==> src/rtl/euc_to_jis_escape_encoder_unit_macros.svh <==
// assertion helpers shared by the encoder modules
// each expects clk and rst in the scope where it is used
`ifndef EUC_TO_JIS_ESCAPE_ENCODER_UNIT_MACROS_SVH
`define EUC_TO_JIS_ESCAPE_ENCODER_UNIT_MACROS_SVH

// same-cycle implication
`define ETJE_ASSERT_NOW(lbl, pre, post) \
  lbl: assert property (@(posedge clk) disable iff (rst) (pre) |-> (post)) \
    else $error("etje check failed");

// next-cycle implication
`define ETJE_ASSERT_NEXT(lbl, pre, post) \
  lbl: assert property (@(posedge clk) disable iff (rst) (pre) |=> (post)) \
    else $error("etje check failed");

`endif

==> src/rtl/etje_pkg.sv <==
package etje_pkg;

  localparam logic [7:0] ESC_BYTE    = 8'h1b;
  localparam logic [7:0] LOW7_MASK   = 8'h7f;
  localparam logic [7:0] KANJI_INTRO = 8'h24;
  localparam logic [7:0] ASCII_INTRO = 8'h28;
  localparam logic [7:0] LEAD_MIN    = 8'ha1;
  localparam logic [7:0] LEAD_MAX    = 8'hfe;

  localparam int unsigned CFG_IDX_W = 8;
  localparam logic [CFG_IDX_W-1:0] CFG_KANJI_FINAL = 8'd0;
  localparam logic [CFG_IDX_W-1:0] CFG_ASCII_FINAL = 8'd1;

  localparam logic [7:0] KANJI_FINAL_RST = 8'h40;
  localparam logic [7:0] ASCII_FINAL_RST = 8'h4a;

  localparam logic [1:0] IDX_SINGLE = 2'd0;
  localparam logic [1:0] IDX_ESCAPED = 2'd3;

  // one input's worth of output bytes
  typedef struct packed {
    logic [3:0][7:0] bytes;
    logic [1:0]      last_idx;
  } group_t;

  typedef struct packed {
    logic kanji_mode;
    logic second_pending;
  } mode_t;

endpackage

==> src/rtl/etje_in_if.sv <==
interface etje_in_if;
  logic       valid;
  logic       ready;
  logic [7:0] in_byte;
  logic       in_last;

  modport source (output valid, output in_byte, output in_last, input ready);
  modport sink (input valid, input in_byte, input in_last, output ready);
endinterface

==> src/rtl/etje_out_if.sv <==
interface etje_out_if;
  logic       valid;
  logic       ready;
  logic [7:0] out_byte;
  logic       out_last;

  modport source (output valid, output out_byte, output out_last, input ready);
  modport sink (input valid, input out_byte, input out_last, output ready);
endinterface

==> src/rtl/etje_cfg_if.sv <==
interface etje_cfg_if;
  logic                          valid;
  logic                          ready;
  logic [etje_pkg::CFG_IDX_W-1:0] index;
  logic [7:0]                    data;

  modport source (output valid, output index, output data, input ready);
  modport sink (input valid, input index, input data, output ready);
endinterface

==> src/rtl/etje_decode.sv <==
module etje_decode (
  input  logic [7:0]       in_byte,
  input  logic             in_last,
  input  etje_pkg::mode_t  mode,
  input  logic [7:0]       kanji_final,
  input  logic [7:0]       ascii_final,
  output etje_pkg::group_t grp,
  output etje_pkg::mode_t  mode_next
);

  logic [7:0] low7;
  logic       is_lead;

  assign low7    = in_byte & etje_pkg::LOW7_MASK;
  assign is_lead = (in_byte >= etje_pkg::LEAD_MIN) && (in_byte <= etje_pkg::LEAD_MAX);

  always_comb begin
    grp       = '0;
    mode_next = mode;
    if (mode.second_pending) begin
      grp.bytes[0] = low7;
      mode_next.second_pending = 1'b0;
      if (in_last && mode.kanji_mode) begin
        grp.bytes[1] = etje_pkg::ESC_BYTE;
        grp.bytes[2] = etje_pkg::ASCII_INTRO;
        grp.bytes[3] = ascii_final;
        grp.last_idx = etje_pkg::IDX_ESCAPED;
      end
    end else if (in_last || !is_lead) begin
      // raw byte, closing kanji mode first if open
      if (mode.kanji_mode) begin
        grp.bytes[0] = etje_pkg::ESC_BYTE;
        grp.bytes[1] = etje_pkg::ASCII_INTRO;
        grp.bytes[2] = ascii_final;
        grp.bytes[3] = in_byte;
        grp.last_idx = etje_pkg::IDX_ESCAPED;
      end else begin
        grp.bytes[0] = in_byte;
        grp.last_idx = etje_pkg::IDX_SINGLE;
      end
      mode_next.kanji_mode = 1'b0;
    end else begin
      // lead byte of a pair
      if (!mode.kanji_mode) begin
        grp.bytes[0] = etje_pkg::ESC_BYTE;
        grp.bytes[1] = etje_pkg::KANJI_INTRO;
        grp.bytes[2] = kanji_final;
        grp.bytes[3] = low7;
        grp.last_idx = etje_pkg::IDX_ESCAPED;
      end else begin
        grp.bytes[0] = low7;
        grp.last_idx = etje_pkg::IDX_SINGLE;
      end
      mode_next.kanji_mode     = 1'b1;
      mode_next.second_pending = 1'b1;
    end
    if (in_last) begin
      mode_next = '0;
    end
  end

endmodule

==> src/rtl/etje_emit.sv <==
`include "euc_to_jis_escape_encoder_unit_macros.svh"

module etje_emit (
  input  logic             clk,
  input  logic             rst,
  input  logic             load,
  input  etje_pkg::group_t grp_in,
  output logic             free,
  etje_out_if.source       down
);

  etje_pkg::group_t grp;
  logic             grp_valid;
  logic [1:0]       idx;
  logic             at_last;

  assign at_last = (idx == grp.last_idx);
  // slot frees up when empty or its final byte leaves this cycle
  assign free    = !grp_valid || (down.ready && at_last);

  always_ff @(posedge clk) begin
    if (rst) begin
      grp_valid <= 1'b0;
      idx       <= 2'd0;
    end else if (load) begin
      grp_valid <= 1'b1;
      idx       <= 2'd0;
    end else if (grp_valid && down.ready) begin
      if (at_last) begin
        grp_valid <= 1'b0;
      end else begin
        idx <= idx + 2'd1;
      end
    end
  end

  always_ff @(posedge clk) begin
    if (load) begin
      grp <= grp_in;
    end
  end

  assign down.valid    = grp_valid;
  assign down.out_byte = grp.bytes[idx];
  assign down.out_last = at_last;

  `ETJE_ASSERT_NOW(a_idx_in_group, grp_valid, idx <= grp.last_idx)
  `ETJE_ASSERT_NEXT(a_group_holds, grp_valid && down.ready && !at_last, grp_valid)
  `ETJE_ASSERT_NOW(a_load_when_free, load, free)

endmodule

==> src/rtl/euc_to_jis_escape_encoder_unit.sv <==
// EUC-JP to 7-bit JIS encoder. One EUC-JP byte per input beat, one JIS byte per output
// beat; out_last marks the final byte caused by an input beat. An input byte yields one
// output byte, or four when an ESC $ / ESC ( shift sequence goes in front of or after it;
// the output byte register drains one byte a cycle while down.ready is high and
// is refilled in the cycle its final byte leaves. An input byte goes from accept to its
// first output byte through the input register, then the output group register. An input
// register takes the next byte while a group is still draining. Configuration writes
// are taken every cycle: index 0 sets the kanji final byte (reset '@'), index 1 the ascii
// final byte (reset 'J'); other indexes are ignored. Write only while idle.
`include "euc_to_jis_escape_encoder_unit_macros.svh"

module euc_to_jis_escape_encoder_unit (
  input  logic       clk,
  input  logic       rst,
  etje_in_if.sink    up,
  etje_out_if.source down,
  etje_cfg_if.sink   cfg
);

  logic             ib_valid;
  logic [7:0]       ib_byte;
  logic             ib_last;
  logic             load;
  logic             free;
  logic [7:0]       kanji_final;
  logic [7:0]       ascii_final;
  etje_pkg::mode_t  mode;
  etje_pkg::mode_t  mode_next;
  etje_pkg::group_t grp_next;

  assign load     = ib_valid && free;
  assign up.ready = !ib_valid || load;
  assign cfg.ready = 1'b1;

  always_ff @(posedge clk) begin
    if (rst) begin
      ib_valid <= 1'b0;
    end else if (up.valid && up.ready) begin
      ib_valid <= 1'b1;
    end else if (load) begin
      ib_valid <= 1'b0;
    end
  end

  always_ff @(posedge clk) begin
    if (up.valid && up.ready) begin
      ib_byte <= up.in_byte;
      ib_last <= up.in_last;
    end
  end

  always_ff @(posedge clk) begin
    if (rst) begin
      mode <= '0;
    end else if (load) begin
      mode <= mode_next;
    end
  end

  always_ff @(posedge clk) begin
    if (rst) begin
      kanji_final <= etje_pkg::KANJI_FINAL_RST;
      ascii_final <= etje_pkg::ASCII_FINAL_RST;
    end else if (cfg.valid && cfg.ready) begin
      case (cfg.index)
        etje_pkg::CFG_KANJI_FINAL: kanji_final <= cfg.data;
        etje_pkg::CFG_ASCII_FINAL: ascii_final <= cfg.data;
        default: ;
      endcase
    end
  end

  etje_decode u_decode (
    .in_byte     (ib_byte),
    .in_last     (ib_last),
    .mode        (mode),
    .kanji_final (kanji_final),
    .ascii_final (ascii_final),
    .grp         (grp_next),
    .mode_next   (mode_next)
  );

  etje_emit u_emit (
    .clk    (clk),
    .rst    (rst),
    .load   (load),
    .grp_in (grp_next),
    .free   (free),
    .down   (down)
  );

  // a pair half is only ever pending inside kanji mode
  `ETJE_ASSERT_NOW(a_pending_in_kanji, mode.second_pending, mode.kanji_mode)
  `ETJE_ASSERT_NEXT(a_run_end_clears, load && ib_last, mode == '0)
  `ETJE_ASSERT_NEXT(a_mode_held, !load, mode == $past(mode))

endmodule
==> src/flat_wrapper.sv <==
// flat-port wrapper written by rule: the top's interface ports become plain ports
module euc_to_jis_escape_encoder_unit_flat 
  (clk, rst, up_valid, up_in_byte, up_in_last, up_ready, down_valid, down_out_byte, down_out_last, down_ready, cfg_valid, cfg_index, cfg_data, cfg_ready);
  etje_in_if up_i ();
  etje_out_if down_i ();
  etje_cfg_if cfg_i ();
  input  logic clk;
  input  logic rst;
  input wire logic [$bits(up_i.valid)-1:0] up_valid;
  input wire logic [$bits(up_i.in_byte)-1:0] up_in_byte;
  input wire logic [$bits(up_i.in_last)-1:0] up_in_last;
  output wire logic [$bits(up_i.ready)-1:0] up_ready;
  output wire logic [$bits(down_i.valid)-1:0] down_valid;
  output wire logic [$bits(down_i.out_byte)-1:0] down_out_byte;
  output wire logic [$bits(down_i.out_last)-1:0] down_out_last;
  input wire logic [$bits(down_i.ready)-1:0] down_ready;
  input wire logic [$bits(cfg_i.valid)-1:0] cfg_valid;
  input wire logic [$bits(cfg_i.index)-1:0] cfg_index;
  input wire logic [$bits(cfg_i.data)-1:0] cfg_data;
  output wire logic [$bits(cfg_i.ready)-1:0] cfg_ready;
  assign up_i.valid = up_valid;
  assign up_i.in_byte = up_in_byte;
  assign up_i.in_last = up_in_last;
  assign up_ready = up_i.ready;
  assign down_valid = down_i.valid;
  assign down_out_byte = down_i.out_byte;
  assign down_out_last = down_i.out_last;
  assign down_i.ready = down_ready;
  assign cfg_i.valid = cfg_valid;
  assign cfg_i.index = cfg_index;
  assign cfg_i.data = cfg_data;
  assign cfg_ready = cfg_i.ready;
  euc_to_jis_escape_encoder_unit u_core (.clk(clk), .rst(rst), .up(up_i), .down(down_i), .cfg(cfg_i));
endmodule
==> config.mk <==
export PLATFORM = sky130hd
export DESIGN_NAME = euc_to_jis_escape_encoder_unit_flat
export DESIGN_NICKNAME = d
export VERILOG_FILES = /design/src/rtl/etje_pkg.sv /design/src/rtl/etje_in_if.sv /design/src/rtl/etje_out_if.sv /design/src/rtl/etje_cfg_if.sv /design/src/rtl/etje_decode.sv /design/src/rtl/etje_emit.sv /design/src/rtl/euc_to_jis_escape_encoder_unit.sv /design/src/flat_wrapper.sv
export VERILOG_INCLUDE_DIRS = /design/src /design/src/rtl
export SDC_FILE = /design/constraint.sdc
export NUM_CORES = 1
export LEC_CHECK = 0
export BUFFER_PORTS_ARGS = -buffer_cell sky130_fd_sc_hd__buf_2
export CORE_MARGIN = 5
export CORE_UTILIZATION = 45
export CTS_CLUSTER_DIAMETER = 100
export CTS_CLUSTER_SIZE = 28
export DETAILED_ROUTE_END_ITERATION = 7
export PLACE_DENSITY = 0.7
export SYNTH_ARGS = -nofsm -noshare
export SYNTH_HDL_FRONTEND = slang
export SYNTH_SLANG_ARGS = --single-unit
export TNS_END_PERCENT = 20
==> constraint.sdc <==
create_clock -name clk -period 3.8 [get_ports clk]
set_input_delay 0.76 -clock clk [delete_from_list [all_inputs] [get_ports clk]]
set_output_delay 0.76 -clock clk [all_outputs]
set_load 0.01 [all_outputs]
==> metrics, run 1 <==
kind of critical path=reg -> out; worst r2r src=u_core.u_emit.idx[0]; IO Pins=42; global-route wire length before repair=9890 microns; Post-Synthesis Cell Area=0.00290 sq mm; simple-gate share of the synthesized area=14.3%; reg2reg end=u_core.ib_byte[5]; clock buffer depth=2; via count=2088; Synth Instances=261; largest family of logic cells by synthesized area=simple AND/OR/NAND/NOR gates; leakage power=0.00124 uW; max-cap viol count=0; Final setup viols=0; multi-input combinational cell area=0.00118 sq mm; drt first pass iters=4; n_diodes=0; largest net degree at the start of global routing=35; H-tree Lvls=3; aggregate global routing overflow=0; dpl hpwl=4370 microns; Resized cells post-CTS=0; # fillers=591; sequential area share after synthesis=54.6%; Synth Flop Type=edfxtp_1; Via density=5.52; vias in the first global route=1962; Worst Tran Pin Value=1.05 ns; Worst Hold Class=reg -> reg; share of cells above drive strength 1=21.6%; max-slew violation count=0; hold path depth=2; Buffers on Ports=40; Worst EP arrival=1.79 ns; DRC=0; post-synthesis compound-gate area fraction=14.2%; Sum Neg Setup Slack=0 ns; RSZ-0062 raised after global routing=false; Synth Net Count=292; post-route ant nets=0; fin nets=327; later-pin clock latency in the skew report=0.33 ns; Hold EP=u_core.kanji_final[6]; Fin. Hold Viols=0; synthesis-to-layout area growth=15.2%; Post-synth EDFFs=38; CP required=3.04 ns; Pwr Total=1520 uW; Rows=29; reg2reg path depth=3; crit path max fanout=15; Tmin final=2.55 ns; GRT Util Overall=15.6%; setup skew after layout=0.00546 ns; CTS Hold Bufs=0; drt first-iter violations=123; Die H=90.2 microns; post-synthesis xor/xnor area fraction=0%; Core Region=0.00631 sq mm; Starting Density=45.9%; # Post-CTS Setup Buffers=0; Worst VDD drop=0.288 mV; CP startpoint kind=register; WL final=6050 microns; Root Buffer=clkbuf_8; gpl congestion=0.813; non-filler cells, final=378; post-placement cell count=362; status=complete, no violations; syn_area_per_cell=11.1 sq um; initial antenna violation count=0; die extent in x=90.2 microns; Max transition margin=29.4%; CTS buffer count=9; min-delay src=u_core.kanji_final[6]; Finished Core Util=52.9%; Non-Filler Cell Area, Final=0.00334 sq mm; CTS tree=done; area share of fa/ha/maj cells after synthesis=0.432%; multiplexer share of the synthesized area=11.6%; Placement Cell Area=0.00311 sq mm; Clock Sinks=60; Worst R2R Setup Slack=1.39 ns; wire per inst=16.0 microns; YS warnings=0; die area=0.00814 sq mm; crit share post-route=67.1%; synth unique cells=47; post-synthesis register bit count=60; CTS clock-pin slew for the worst setup and hold paths=0.07 ns; maximum clock frequency=0.392 GHz; Cell Pwr Density=454 mW/mm^2; fraction of registers with async set/reset=0%; Critical Path End Type=primary output; register area=0.00158 sq mm
-- area by class of cell --
class	instances	share of cell area [%]
Sequential cell	60	47.4
Inverter	10	1.12
Multi-Input combinational cell	173	35.2
Clock buffer	10	3.82
Tap cell	77	2.89
Clock inverter	6	3.07
Timing Repair Buffer	42	6.45
-- through the flow --
step	worst slack [ns]	hold WS, ns
floorplan	1.62	0.441
global placement	1.39	0.467
detailed placement	1.33	0.472
CTS	1.21	0.494
global route	1.08	0.523
finish	1.25	0.500
-- worst max-delay path: stages (launching register included) --
cell     delay, ns
dfxtp_1       0.50
or3_1         0.48
a21bo_2       0.25
nand3_1       0.09
buf_2         0.13
-- kinds of logic (layout without fill, tap and decap cells) --
family,count (synthesis),in the layout
AO/OA/AOI/OAI,64,64
adder cells (fa/ha/maj),1,1
buffers and inverters,28,68
flip-flops,60,60
multiplexers,26,26
other,1,1
AND/OR/NAND/NOR,81,81
-- layer usage --
metal	track usage (%)	wire (microns)	up-vias
met2	23.5	2740	74
met5	0	0	-
li1	-	-	1041
met3	3.76	351	12
met4	8.93	151	0
met1	20.4	2810	961
-- sequential cells by signal (all words and copies together), names as in the netlist --
signal                    count
u_core.u_emit.grp            29
u_core.u_emit.down.valid      1
u_core.u_emit.idx             2
u_core.ib_byte                8
u_core.ib_last                1
u_core.ascii_final            8
u_core.ib_valid               1
u_core.kanji_final            8
u_core.mode                   2
-- cell usage after synthesis (5+ instances only) --
cell type,number,share of area (%)
o21bai_1,6,1.6
o21ai_0,10,1.7
nor2b_1,6,1.3
edfxtp_1,38,39
mux2i_1,20,6.9
nand3_1,15,2.6
clkbuf_1,7,0.91
inv_1,9,1.2
buf_2,5,0.86
nand2_1,22,2.9
mux4_2,6,4.7
a21oi_1,17,2.9
o21ai_1,5,0.86
nand2b_1,7,1.5
nor2_1,15,1.9
o211ai_1,7,1.8
o31ai_1,6,1.6
dfxtp_1,22,15
-- worst max path at each step --
stage                              start              endpoint  slack, ns  depth (start not counted)
floorplan           u_core.u_emit.idx[0]  u_core.u_emit.grp[0]       1.62                          5
global placement    u_core.u_emit.idx[0]     u_core.ib_byte[7]       1.39                          3
detailed placement  u_core.u_emit.idx[0]     u_core.ib_byte[2]       1.33                          3
CTS                 u_core.u_emit.idx[0]      down_out_byte[3]       1.21                          2
global route        u_core.u_emit.idx[0]              up_ready       1.08                          4
finish              u_core.u_emit.idx[0]              up_ready       1.25                          4
-- where the power goes --
| group | internal (uW) | leakage [uW] | switching [uW] |
|---|---|---|---|
| logic | 44.1 | 0.000580 | 65.0 |
| registers | 721 | 0.000548 | 17.9 |
| clock network | 430 | 0.000115 | 238 |
| total | 1190 | 0.00124 | 320 |
-- cell usage in the layout, fill, tap and decap left out, drive strengths merged, types with 6 or more instances in the layout --
cell type,Yosys,routed
nand2,22,22
clkbuf,8,10
nor2,15,15
buf,10,42
o21ai,17,17
o21bai,6,6
o31ai,6,6
nand3,15,15
nor2b,6,6
mux4,6,6
o211ai,7,7
edfxtp,38,38
dfxtp,22,22
nand2b,7,7
inv,9,9
mux2i,20,20
a21oi,17,17
(Power assumes the default switching activity.)
==> inputs of run 2 (changes only) <==
Settings changed: PLACE_DENSITY 0.7 to 0.73.
Clock period 3.8 ns to 2.05 ns, I/O delays scaled along.
==> metrics, run 2 (synthesized netlist as in run 1, its figures left out) <==
fin nets=344 (+5.2%); Worst path max stage delay=0.42 ns (-0.08 ns); non-filler cells, final=395 (+4.5%); CTS clock-pin slew for the worst setup and hold paths=0.06 ns (about the same); max-slew violation count=0 (unchanged); kind of critical path=reg -> out; Worst Tran Pin Value=0.596 ns (-0.457 ns); CTS buffer count=9 (unchanged); later-pin clock latency in the skew report=0.33 ns (about the same); Final setup viols=0 (unchanged); vias in the first global route=2058 (+4.9%); Most flops, register=u_core.u_emit.grp; synthesis-to-layout area growth=19.1%; wire per inst=15.7 microns (-1.6%); clock buffer depth=2 (unchanged); IO Pins=42 (unchanged); Tmin final=2.01 ns; Cell Pwr Density=749 mW/mm^2 (+65%); largest net degree at the start of global routing=34 (-2.9%); CP startpoint kind=register; setup skew after layout=0.00561 ns (+0.000152 ns); Starting Density=45.9% (unchanged); Rows=29 (unchanged); Clock Sinks=60 (unchanged); most frequent cells in the layout=buf_2 (40), edfxtp_1 (38), nand2_1 (22), mux2i_1 (20), dfxtp_1 (20); maximum clock frequency=0.498 GHz; die extent in x=90.2 microns (unchanged); Finished Core Util=54.6% (+1.8 points); Via density=5.36 (-2.9%); DRC=0 (unchanged); commonest non-fill, non-tap cell in the layout=buf_2; initial antenna violation count=0 (unchanged); WL final=6220 microns (+2.8%); crit share post-route=97.9%; Root Buffer=clkbuf_8; n_diodes=0 (unchanged); number of flip-flops in the largest register=29 (unchanged); status=complete, no violations; leakage power=0.00130 uW (+4.9%); drt first pass iters=4 (unchanged); global-route wire length before repair=10300 microns (+4.0%); share of cells above drive strength 1=27.4% (+5.8 points); GRT Util Overall=16.0% (+0.40 points); Cell Chain, Critical Path=or3_1 -> a21bo_2 -> nand3_1 -> buf_2; RSZ-0062 raised after global routing=true; CTS tree=done; post-placement cell count=378 (+4.4%); Worst VDD drop=0.593 mV (+110%); drt first-iter violations=165 (+34%); Worst Hold Class=in -> reg; gpl congestion=0.883 (+8.6%); Critical Path End Type=primary output; die area=0.00814 sq mm (unchanged); aggregate global routing overflow=0 (unchanged); Max transition margin=60.0% (+31 points); CP required=1.64 ns (-1.40 ns); post-route ant nets=0 (unchanged); Fin. Hold Viols=0 (unchanged); Worst EP arrival=1.60 ns (-0.19 ns); Non-Filler Cell Area, Final=0.00345 sq mm (+3.4%); dpl hpwl=4610 microns (+5.6%); Core Region=0.00631 sq mm (unchanged); via count=2118 (+1.4%); H-tree Lvls=3 (unchanged); Buffers on Ports=40 (unchanged); Die H=90.2 microns (unchanged); CTS Hold Bufs=0 (unchanged); max-cap viol count=0 (unchanged); crit path max fanout=4 (-11); Worst path slowest cell=edfxtp_1; Placement Cell Area=0.00324 sq mm (+4.4%)
## run 2: cell count changes in the layout (fill, tap and decap cells not counted)
cell	before	now
buf_6	0	2
buf_4	2	16
and2_1	1	0
clkinv_2	1	2
dfxtp_2	0	2
nor3b_2	0	1
dfxtp_1	22	20
nor3b_1	1	0
clkinvlp_4	0	2
bufinv_16	3	1
inv_1	9	8
and2_2	0	1
buf_12	0	1
## run 2: through the flow
stage / total power [uW] / setup TNS (ns) / worst slack (ns) / hold slack, ns
2_1_floorplan: 1520 / 0 / 0.0621 / 0.441
3_3_place_gp: 1610 / 0 / 0.165 / 0.464
3_5_place_dp: 1620 / 0 / 0.147 / 0.470
4_1_cts: 2610 / 0 / 0.00755 / 0.227
5_1_grt: 2720 / -0.0459 / -0.0459 / 0.217
6_report: 2580 / 0 / 0.0434 / 0.246
## run 2: power by group
part	internal (uW)	leakage [uW]	switching, uW
combinational	104	0.000663	133
clock	548	0.0000911	438
sequential	1340	0.000549	25.2
## run 2: layer usage
layer | global-route usage, % | part of all wire (%)
met1 | 21.4 | 46
met2 | 22.9 | 44
met3 | 5.18 | 6.4
met4 | 8.44 | 3.1
met5 | 0 | 0
## run 2: what timing repair did
item	in CTS	in global routing
resized for setup	1	5
endpoints found under the setup margin	4	9
pin swaps	0	0
buffers inserted	0	1
## run 2: area by class of cell
type                       instances  area (sq um)
fill                             573          2860
clock buffer                      10           128
timing repair buffer              59           363
tap                               77          96.3
multi-input combinational        173          1180
clock inverter                     6          55.1
inverter                          10          41.3
sequential                        60          1580
## run 2: final timing paths
kind	start	endpoint	slack, ns	cells after the start
max	u_core.u_emit.grp[0]	up_ready	0.04	4
min	up_in_byte[3]	u_core.ib_byte[3]	0.25	1
max reg2reg	u_core.u_emit.grp[0]	u_core.u_emit.grp[11]	0.19	5
min reg2reg	u_core.kanji_final[6]	u_core.kanji_final[6]	0.49	2
## run 2: worst max-delay path: cells and delay by family, from the launching register on
kind | cells | cell delay (ns)
compound gates | 1 | 0.25
flops | 1 | 0.42
buf+inv | 1 | 0.13
simple gates | 2 | 0.46
==> inputs of run 3 (changes only) <==
--- a/constraint.sdc
+++ b/constraint.sdc
@@ -3,2 +3,2 @@
 set_output_delay 0.41 -clock clk [all_outputs]
-set_load 0.01 [all_outputs]
+set_load 0.05 [all_outputs]
==> metrics, run 3 (synthesized netlist as in run 1, its figures left out) <==
commonest non-fill, non-tap cell in the layout=edfxtp_1; Fin. Hold Viols=0 (unchanged); met3 WL=452 microns (+14%); maximum clock frequency=0.498 GHz (-0.13%); DRC=0 (unchanged); largest net degree at the start of global routing=34 (unchanged); Cell Pwr Density=784 mW/mm^2 (+4.7%); aggregate global routing overflow=0 (unchanged); Rows=29 (unchanged); Root Buffer=clkbuf_8; leakage power=0.00131 uW (+0.54%); Worst VDD drop=0.464 mV (-22%); Tmin final=2.01 ns (+0.00255 ns); CTS Hold Bufs=0 (unchanged); crit share post-route=98.0% (+0.12 points); CP startpoint kind=register; drt first-iter violations=162 (-1.8%); RSZ-0062 raised after global routing=true; fin nets=341 (-0.87%); Buffers on Ports=40 (unchanged); non-filler cells, final=392 (-0.76%); die area=0.00814 sq mm (unchanged); synthesis-to-layout area growth=20.7%; M1 wire length=2760 microns (-3.9%); crit path max fanout=12 (+8); Most flops, register=u_core.u_emit.grp; WL final=6300 microns (+1.4%); IO Pins=42 (unchanged); Worst EP arrival=1.60 ns (about the same); max-cap viol count=0 (unchanged); global-route wire length before repair=10300 microns (+0.41%); setup skew after layout=0.00386 ns (-0.00175 ns); Worst Hold Class=in -> reg; Critical Path End Type=primary output; Clock Sinks=60 (unchanged); via count=2197 (+3.7%); clock buffer depth=2 (unchanged); dpl hpwl=4710 microns (+2.1%); gpl congestion=0.974 (+10%); Starting Density=45.9% (unchanged); Worst Tran Pin Value=0.614 ns (+0.0182 ns); status=complete, no violations; CP required=1.64 ns (about the same); die extent in x=90.2 microns (unchanged); post-route ant nets=0 (unchanged); n_diodes=0 (unchanged); Finished Core Util=55.4% (+0.75 points); post-placement cell count=375 (-0.79%); number of flip-flops in the largest register=29 (unchanged); vias in the first global route=2071 (+0.63%); max-slew violation count=0 (unchanged); GRT Util Overall=16.2% (+0.21 points); share of cells above drive strength 1=26.7% (-0.69 points); Max transition margin=58.8% (-1.2 points); Worst path slowest cell=mux4_2; CTS tree=done; Final setup viols=0 (unchanged); wire per inst=16.1 microns (+2.2%); CTS buffer count=9 (unchanged); initial antenna violation count=0 (unchanged); hold_ws=0.251 ns (+0.00475 ns); Core Region=0.00631 sq mm (unchanged); later-pin clock latency in the skew report=0.33 ns (about the same); drt first pass iters=4 (unchanged); met2 wire len=2970 microns (+7.9%); kind of critical path=reg -> out; highest routed layer=met4; Pwr Total=2740 uW (+6.1%); H-tree Lvls=3 (unchanged); most frequent cells in the layout=edfxtp_1 (38), buf_2 (36), nand2_1 (22), mux2i_1 (20), dfxtp_1 (20); CTS clock-pin slew for the worst setup and hold paths=0.06 ns (about the same); Die H=90.2 microns (unchanged); Via density=5.60 (+4.5%); Worst path max stage delay=0.52 ns (+0.10 ns); Cell Chain, Critical Path=buf_12 -> mux4_2 -> buf_4
-- run 3: repair_timing --
| action | 4_1_cts | 5_1_grt |
|---|---|---|
| resized for setup | 10 | 7 |
| buffers inserted | 1 | 0 |
| endpoints found under the setup margin | 7 | 10 |
| cloned | 0 | 0 |
-- run 3: cell type report --
type / count / area [sq um]
tap: 77 / 96.3
clock inverter: 6 / 78.8
fill: 566 / 2820
multi-input combinational: 173 / 1190
clock buffer: 10 / 128
inverter: 10 / 41.3
sequential: 60 / 1590
timing repair buffer: 56 / 374
-- run 3: metrics by stage --
step / area (sq um) / setup WS (ns) / TNS, ns
6_report: 3500 / 0.0409 / 0
5_1_grt: 3500 / -0.0214 / -0.0981
3_5_place_dp: 3230 / 0.174 / 0
3_3_place_gp: 3230 / 0.178 / 0
2_1_floorplan: 2900 / 0.0194 / 0
4_1_cts: 3480 / 0.00724 / 0
-- run 3: metal layers --
layer / global-route usage, % / vias to the layer above
li1: - / 1066
met3: 3.42 / 12
met4: 10.0 / 0
met2: 24.9 / 87
met1: 20.7 / 1032
met5: 0 / -
-- run 3: critical path, delay by kind of cell (launching register included) --
| kind | cells | cell delay [ns] |
|---|---|---|
| mux | 1 | 0.52 |
| flops | 1 | 0.38 |
| buf+inv | 2 | 0.36 |
-- run 3: path summary, 6_finish.rpt --
path                               from                    end  slack, ns  cells past startpoint
setup / recovery   u_core.u_emit.idx[0]       down_out_byte[3]       0.04                      3
hold / removal            up_in_byte[3]      u_core.ib_byte[3]       0.25                      1
setup reg to reg      u_core.ib_byte[0]   u_core.u_emit.grp[3]       0.18                      5
hold reg to reg   u_core.kanji_final[6]  u_core.kanji_final[6]       0.49                      2
-- run 3: where the power goes --
group | internal [uW] | switching, uW | total (uW)
combinational | 107 | 176 | 282
clock | 672 | 424 | 1100
sequential | 1330 | 30.0 | 1360
total | 2110 | 629 | 2740
